===== config.mk =====
export PLATFORM = sky130hd
export DESIGN_NAME = priority_interrupt_controller
export DESIGN_NICKNAME = d
export VERILOG_FILES = /design/src/rtl/pic_pkg.sv /design/src/rtl/pic_core.sv /design/src/rtl/pic_out_buf.sv /design/src/rtl/priority_interrupt_controller.sv
export SDC_FILE = /design/constraint.sdc
export NUM_CORES = 1
export LEC_CHECK = 0
export BUFFER_PORTS_ARGS = -buffer_cell sky130_fd_sc_hd__buf_2
export CAP_MARGIN = 5
export CORE_ASPECT_RATIO = 0.6
export CORE_MARGIN = 2
export CORE_UTILIZATION = 38
export DETAILED_ROUTE_END_ITERATION = 10
export GPL_TIMING_DRIVEN = 0
export MAX_ROUTING_LAYER = met4
export PLACE_DENSITY_LB_ADDON = 0.15
export SLEW_MARGIN = 10
export SYNTH_ARGS = -nofsm -noshare
export SYNTH_HDL_FRONTEND = slang
export SYNTH_SLANG_ARGS = --single-unit

===== constraint.sdc =====
create_clock -name clk -period 2.5 [get_ports clk]
set_clock_uncertainty 0.05 [all_clocks]
set_input_delay 0.125 -clock clk [delete_from_list [all_inputs] [get_ports clk]]
set_output_delay 0.125 -clock clk [all_outputs]
set_load 0.05 [all_outputs]

===== src/rtl/pic_pkg.sv =====
// ----------------------------------------------------------------------------
// pic_pkg
// shared types, command codes and helpers for the priority interrupt controller
// ----------------------------------------------------------------------------
`default_nettype none

package pic_pkg;

    localparam int LINES      = 8;
    localparam int LINE_W     = $clog2(LINES);
    localparam int INIT_WORDS = 5;
    localparam int STEP_W     = 3;

    // item kinds
    localparam logic [1:0] CMD_READ  = 2'd0;
    localparam logic [1:0] CMD_WRITE = 2'd1;
    localparam logic [1:0] CMD_RAISE = 2'd2;
    localparam logic [1:0] CMD_ACK   = 2'd3;

    // init sequence positions
    localparam logic [STEP_W-1:0] STEP_ICW1 = 3'd1;
    localparam logic [STEP_W-1:0] STEP_ICW2 = 3'd2;
    localparam logic [STEP_W-1:0] STEP_ICW3 = 3'd3;
    localparam logic [STEP_W-1:0] STEP_ICW4 = 3'd4;
    localparam logic [STEP_W-1:0] STEP_DONE = 3'd5;

    // command word bits
    localparam logic [7:0] CW_INIT     = 8'h10;
    localparam logic [7:0] CW_OCW3_MSK = 8'h98;
    localparam logic [7:0] CW_OCW3_VAL = 8'h08;
    localparam logic [7:0] CW_EOI      = 8'h20;
    localparam logic [7:0] CW_RR       = 8'h02;
    localparam logic [7:0] ICW1_SINGLE = 8'h02;

    typedef struct packed {
        logic [1:0]        cmd;
        logic              port_a0;
        logic [7:0]        wdata;
        logic [LINE_W-1:0] irq_line;
    } pic_item_t;

    typedef struct packed {
        logic [7:0] rdata;
        logic [7:0] vector;
        logic       vector_valid;
        logic       intr_pending;
    } pic_result_t;

    // index of the lowest set bit, zero when none
    function automatic logic [LINE_W-1:0] lowest_index(input logic [LINES-1:0] bits);
        logic [LINE_W-1:0] idx;
        idx = '0;
        for (int i = LINES - 1; i >= 0; i--)
        begin
            if (bits[i])
            begin
                idx = LINE_W'(i);
            end
        end
        return idx;
    endfunction

endpackage

`default_nettype wire


===== src/rtl/pic_core.sv =====
// ----------------------------------------------------------------------------
// pic_core
// controller registers and combinational result logic for one transaction
// ----------------------------------------------------------------------------
`default_nettype none

module pic_core (
    input  wire                  clk,
    input  wire                  rst_n,
    input  wire                  accept,
    input  pic_pkg::pic_item_t   item,
    output pic_pkg::pic_result_t result
);
    import pic_pkg::*;

    logic [LINES-1:0]  request_reg, request_next;
    logic [LINES-1:0]  in_service_reg, in_service_next;
    logic [LINES-1:0]  mask_reg, mask_next;
    logic              read_isr_reg, read_isr_next;
    logic [STEP_W-1:0] init_step_reg, init_step_next;
    logic [7:0]        icw1_reg, icw1_next;
    logic [7:0]        icw2_reg, icw2_next;

    logic [LINES-1:0]  live;
    logic [LINES-1:0]  grant;
    logic [STEP_W-1:0] step_eff;

    assign live  = request_reg & ~mask_reg;
    assign grant = live & (~live + LINES'(1));

    // single mode skips icw3
    assign step_eff = (init_step_reg == STEP_ICW3 && (icw1_reg & ICW1_SINGLE) != 8'h00)
                      ? STEP_ICW4 : init_step_reg;

    always_comb
    begin
        request_next    = request_reg;
        in_service_next = in_service_reg;
        mask_next       = mask_reg;
        read_isr_next   = read_isr_reg;
        init_step_next  = init_step_reg;
        icw1_next       = icw1_reg;
        icw2_next       = icw2_reg;
        result          = '0;

        case (item.cmd)
            CMD_READ:
            begin
                if (item.port_a0)
                begin
                    result.rdata = mask_reg;
                end
                else
                begin
                    result.rdata = read_isr_reg ? in_service_reg : request_reg;
                end
            end
            CMD_WRITE:
            begin
                if (item.port_a0)
                begin
                    if (step_eff < STEP_DONE)
                    begin
                        if (step_eff == STEP_ICW1)
                        begin
                            icw1_next = item.wdata;
                        end
                        if (step_eff == STEP_ICW2)
                        begin
                            icw2_next = item.wdata;
                        end
                        init_step_next = step_eff + STEP_W'(1);
                    end
                    else
                    begin
                        mask_next = item.wdata;
                    end
                end
                else if ((item.wdata & CW_INIT) != 8'h00)
                begin
                    mask_next      = '0;
                    icw1_next      = item.wdata;
                    init_step_next = STEP_ICW2;
                end
                else
                begin
                    if ((item.wdata & CW_OCW3_MSK) == CW_OCW3_VAL
                        && (item.wdata & CW_RR) != 8'h00)
                    begin
                        read_isr_next = item.wdata[0];
                    end
                    // non-specific eoi drops the lowest in-service line
                    if ((item.wdata & CW_EOI) != 8'h00)
                    begin
                        in_service_next = in_service_reg & (in_service_reg - LINES'(1));
                    end
                end
            end
            CMD_RAISE:
            begin
                request_next = request_reg | (LINES'(1) << item.irq_line);
            end
            CMD_ACK:
            begin
                if (live != '0)
                begin
                    request_next        = request_reg & ~grant;
                    in_service_next     = in_service_reg | grant;
                    result.vector       = icw2_reg + {{(8-LINE_W){1'b0}}, lowest_index(live)};
                    result.vector_valid = 1'b1;
                end
            end
            default:
            begin
                result = '0;
            end
        endcase

        result.intr_pending = (request_next & ~mask_next) != '0;
    end

    always_ff @(posedge clk or negedge rst_n)
    begin
        if (!rst_n)
        begin
            request_reg    <= '0;
            in_service_reg <= '0;
            mask_reg       <= '0;
            read_isr_reg   <= 1'b0;
            init_step_reg  <= '0;
            icw1_reg       <= '0;
            icw2_reg       <= '0;
        end
        else if (accept)
        begin
            request_reg    <= request_next;
            in_service_reg <= in_service_next;
            mask_reg       <= mask_next;
            read_isr_reg   <= read_isr_next;
            init_step_reg  <= init_step_next;
            icw1_reg       <= icw1_next;
            icw2_reg       <= icw2_next;
        end
    end

    a_step_range: assert property (@(posedge clk) disable iff (!rst_n)
        init_step_reg <= STEP_DONE)
        else $error("init step out of range");

    a_ack_in_service: assert property (@(posedge clk) disable iff (!rst_n)
        (accept && item.cmd == CMD_ACK && live != '0)
        |=> (in_service_reg & $past(grant)) != '0 && (request_reg & $past(grant)) == '0)
        else $error("granted line not moved to in-service");

    a_raise_sets: assert property (@(posedge clk) disable iff (!rst_n)
        (accept && item.cmd == CMD_RAISE) |=> request_reg[$past(item.irq_line)])
        else $error("raised line not pending");

endmodule

`default_nettype wire


===== src/rtl/pic_out_buf.sv =====
// ----------------------------------------------------------------------------
// pic_out_buf
// two-entry result buffer: output register plus skid register
// ----------------------------------------------------------------------------
`default_nettype none

module pic_out_buf (
    input  wire                  clk,
    input  wire                  rst_n,
    input  wire                  accept,
    input  pic_pkg::pic_result_t result,
    output logic                 s_ready,
    output logic                 m_valid,
    input  wire                  m_ready,
    output pic_pkg::pic_result_t m_result
);
    import pic_pkg::*;

    logic        out_valid_reg;
    logic        skid_valid_reg;
    pic_result_t out_reg;
    pic_result_t skid_reg;
    logic        out_take;

    assign out_take = out_valid_reg && m_ready;
    assign s_ready  = !skid_valid_reg;
    assign m_valid  = out_valid_reg;
    assign m_result = out_reg;

    always_ff @(posedge clk or negedge rst_n)
    begin
        if (!rst_n)
        begin
            out_valid_reg  <= 1'b0;
            skid_valid_reg <= 1'b0;
        end
        else if (skid_valid_reg)
        begin
            if (out_take)
            begin
                skid_valid_reg <= 1'b0;
            end
        end
        else if (accept)
        begin
            if (out_valid_reg && !m_ready)
            begin
                skid_valid_reg <= 1'b1;
            end
            else
            begin
                out_valid_reg <= 1'b1;
            end
        end
        else if (out_take)
        begin
            out_valid_reg <= 1'b0;
        end
    end

    always_ff @(posedge clk)
    begin
        if (skid_valid_reg)
        begin
            if (out_take)
            begin
                out_reg <= skid_reg;
            end
        end
        else if (accept)
        begin
            if (out_valid_reg && !m_ready)
            begin
                skid_reg <= result;
            end
            else
            begin
                out_reg <= result;
            end
        end
    end

    a_skid_behind_out: assert property (@(posedge clk) disable iff (!rst_n)
        skid_valid_reg |-> out_valid_reg)
        else $error("skid entry held with empty output register");

    a_skid_drains: assert property (@(posedge clk) disable iff (!rst_n)
        (skid_valid_reg && out_take) |=> out_valid_reg && !skid_valid_reg)
        else $error("skid entry not moved forward");

    a_out_hold: assert property (@(posedge clk) disable iff (!rst_n)
        (m_valid && !m_ready) |=> m_valid && $stable(m_result))
        else $error("output transaction changed while stalled");

endmodule

`default_nettype wire


===== src/rtl/priority_interrupt_controller.sv =====
// ----------------------------------------------------------------------------
// priority_interrupt_controller
// eight-line priority interrupt controller with stream input and output
// ----------------------------------------------------------------------------
// usage:
//   each input transaction is a port read, a port write, a line raise or an
//   interrupt acknowledge; each produces exactly one output transaction
//   carrying read data, the acknowledged vector and the pending flag.
//   all state updates in the cycle the input transaction is accepted, and each
//   result is registered in the output buffer and comes out in order.
//   throughput is one transaction per cycle while s_axis_tready is high; the
//   limit is the single update of the request / in-service / mask registers
//   per clock. a two-entry output buffer (output register plus skid register)
//   lets a new transaction in while a result is waiting; s_axis_tready drops
//   only when both entries hold results that the receiver has not taken.
//   reset clears the request, in-service and mask registers, the read select,
//   the init sequence and the stored init words, and empties the buffer.
// ----------------------------------------------------------------------------
`default_nettype none

module priority_interrupt_controller (
    input  wire         clk,
    input  wire         rst_n,
    input  wire         s_axis_tvalid,
    output logic        s_axis_tready,
    input  wire  [15:0] s_axis_tdata,   // wdata[7:0], irq_line[10:8], zero pad
    input  wire  [2:0]  s_axis_tuser,   // cmd[1:0], port_a0[2]
    output logic        m_axis_tvalid,
    input  wire         m_axis_tready,
    output logic [23:0] m_axis_tdata,   // rdata[7:0], vector[15:8], intr_pending[16], pad
    output logic [0:0]  m_axis_tuser    // vector_valid[0]
);
    import pic_pkg::*;

    logic        accept;
    pic_item_t   item;
    pic_result_t result;
    pic_result_t m_result;

    assign accept        = s_axis_tvalid && s_axis_tready;
    assign item.cmd      = s_axis_tuser[1:0];
    assign item.port_a0  = s_axis_tuser[2];
    assign item.wdata    = s_axis_tdata[7:0];
    assign item.irq_line = s_axis_tdata[8 +: LINE_W];

    pic_core u_core (
        .clk    (clk),
        .rst_n  (rst_n),
        .accept (accept),
        .item   (item),
        .result (result)
    );

    pic_out_buf u_out_buf (
        .clk      (clk),
        .rst_n    (rst_n),
        .accept   (accept),
        .result   (result),
        .s_ready  (s_axis_tready),
        .m_valid  (m_axis_tvalid),
        .m_ready  (m_axis_tready),
        .m_result (m_result)
    );

    assign m_axis_tdata = {7'b0, m_result.intr_pending, m_result.vector, m_result.rdata};
    assign m_axis_tuser = m_result.vector_valid;

endmodule

`default_nettype wire

==> results.md <==
* Clock buffer depth at 2
* Worst R2R Setup Slack at -90 ps
* Pwr Density at roughly 1300 nW/um^2
* Starting density of the core at between 30% and 40%
* Global Route Usage Sum at a little over a fifth
* Avg Vias per Cell at ~5.5
* Seq cells post-synth at 75
* RR Startpoint: u_core.mask_reg[5]
* Clk_lat worst skew at about 340 ps
* Fmax at 385.8 MHz
* Fin crit share at 103.7%
* Final Setup Violations at 7
* Core area at 10520 um^2
* Total Wirelength at 11460 um
* Run status: finished with violations
* Final GP Congestion at approximately 0.9
* Hold Fails Final Rpt at 0
* Overflow after GRT at 0
* Layout cell share with drive strength beyond 1 at between 30% and 40%
* Die Footprint at about 12000 um^2
* Failing checks: setup timing
* Max-slew violations at 0
* Post-route ant nets at 0
* Reg2reg end: u_out_buf.m_result[3]
* Worst vdd ir at between 0.0007 and 0.0008 V
* Ys flop type: dfrtp_1
* Worst R2R Path Depth at 9
* Cell Rows at 29
* Via count at 3346
* Netlist cell types at 71
* Number of synthesized flops with an enable pin at 36
* Hold EP: u_core.mask_reg[2]
* Leakage at 2.059 nW
* Post-synth top area share at a little over a quarter
* Design Area, Final at approximately 5100 um^2
* Hold WC Path Type: input port to flop
* Synthesis Warnings at 0
* Max Cap Violations at 0
* CTS Buf Count at 9
* DPL Wire Length at about 8000 um
* Pin count of the biggest net entering global routing at 40
* Placed cell area at approximately 4500 um^2
* Worst Path Arrival at ~2600 ps
* Clk sink count at 75
* Pre-antenna DRT Iters at 4
* Critical Path End Type: flop
* Sequential share of the synthesized area at between 50% and 60%
* Top-count cell post-synth: nand2_1
* Finished Core Util at ~48%
* Asr flop ratio synth at 52.00%
* Critical Path RT at between 2000 and 3000 ps
* Die Wd at around 140 um
* Drt first-iter violations at 268
* WL/cell at ~19 um
* Post-synthesis cell count at ~380
* Chip height at around 84 um
* Synthesized area at 4100 um^2
* Root buffer cell: clkbuf_16
* Total power at 0.006863 W
* Htree depth at 3
* Syn Area/Cell at between 10 and 15 um^2
* Final min period at between 2000 and 3000 ps
* Vias in the first global route at ~3400
* Synth area leader: edfxtp_1
* P&R area growth vs syn at 24.14%
* # diodes at 0
* Hold path cells at 2
* TNS Setup at -490.6 ps
* First-pass GRT wire length at 18640 um
* Min-delay src: s_axis_tdata[2]
* CP Class: flop to flop
* Least-Margin Pin Slew at 961.5 ps
* Worst-path clk slew at ~60 ps
* CP max FO at 3
* Slew Limit Headroom at between 30% and 40%
* Top Ports at 50
* PortBufs at 33
* Post-route DRC at 0
* RSZ-0062 raised after global routing: yes
* Type of origin of the critical path: flop
* Initial antenna violation count at 0
* Layout Nets at roughly 490
* Setup ws final at -92.05 ps
* CTS tree: built
* Top post-synthesis cells by area: edfxtp_1, dfrtp_1, nand2_1
* Post-synth top cells: nand2_1, dfrtp_1, edfxtp_1
cells in the final DEF, fill, tap and decap left out, drive strengths merged, types with 7 or more instances in the layout:
cell type  synthesis  routed
clkbuf            15      28
mux2              14      14
nor2              38      38
o31ai             16      16
dfrtp             39      39
o21ai             13      13
nand3              8       8
a21oi             25      25
inv               10      10
nor3               7       7
edfxtp            36      36
mux2i              8       8
nand2             44      44
buf               11      66
conb               1       7
a31oi              7       7
and2b              7       7
final cells by class:
cell class                      count  area (um^2)
Tap cell                          139        173.9
Clock inverter                      3        17.52
Clock buffer                       13        250.2
Buffer                             26        172.7
Multi-Input combinational cell    279         2011
Inverter                           10        37.54
Timing Repair Buffer               58        364.1
Sequential cell                    75         2063
Fill cell                        1022         5433
per-stage QoR:
step | setup WS [ps] | hold WS [ps] | cells
after floorplan | 8.253 | -220.6 | 390
after global placement | -572.3 | 270.2 | 562
after detailed placement | -548.7 | 271.5 | 563
after CTS | -98.23 | 21.66 | 599
after global routing | -189.2 | 28.87 | 603
final | -92.05 | 24.79 | 603
cells by family (layout without fill, tap and decap cells):
group / Yosys count / after routing / synth area share [%]
other cells: 1 / 7 / 0.09146
mux: 22 / 22 / 5.798
compound gates: 97 / 97 / 16.94
fa+ha+maj: 7 / 7 / 2.319
flops: 75 / 75 / 50.17
buf+inv: 36 / 110 / 5.127
simple gates: 139 / 139 / 18.07
xor+xnor: 7 / 7 / 1.495
worst max-delay path: stages, from the launching register on:
cell and delay, ps:
dfrtp_1 410, and2b_2 290, a21oi_2 40, o21ai_1 120
a21oi_1 80, nor2_2 230, ha_2 260, fa_2 440
and2_4 150, mux2_4 250
timing repair:
action,4_1_cts,5_1_grt
setup buffers,17,4
hold buffers,3,0
endpoints found under the setup margin,13,13
resized for setup,26,11
pin swaps,17,17
endpoints found under the hold margin,41,0
report_power, final:
part	internal (W)	leakage, nW	switching, W
combinational	0.00137	1.09	0.00213
sequential	0.00181	0.842	0.000346
clock	0.000697	0.130	0.000506
total	0.00388	2.06	0.00299
metal layers:
| metal | vias up | part of all wire (%) | GRT usage, % |
|---|---|---|---|
| met5 | - | 0 | - |
| met4 | 0 | 1.0 | 5.288 |
| met3 | 13 | 8.0 | 7.815 |
| met2 | 103 | 42 | 29.75 |
| met1 | 1684 | 49 | 29.69 |
| li1 | 1546 | - | - |
worst max path at each step:
stage | startpoint | endpoint | slack (ps)
after CTS | u_core.mask_reg[7] | u_out_buf.m_result[8] | -100
after floorplan | u_core.mask_reg[4] | u_out_buf.m_result[5] | 8
after global routing | u_core.mask_reg[7] | u_out_buf.m_result[8] | -190
after global placement | u_core.mask_reg[4] | u_out_buf.m_result[9] | -570
after detailed placement | u_core.mask_reg[4] | u_out_buf.m_result[9] | -550
final | u_core.mask_reg[5] | u_out_buf.m_result[3] | -90
(Power assumes the default switching activity.)
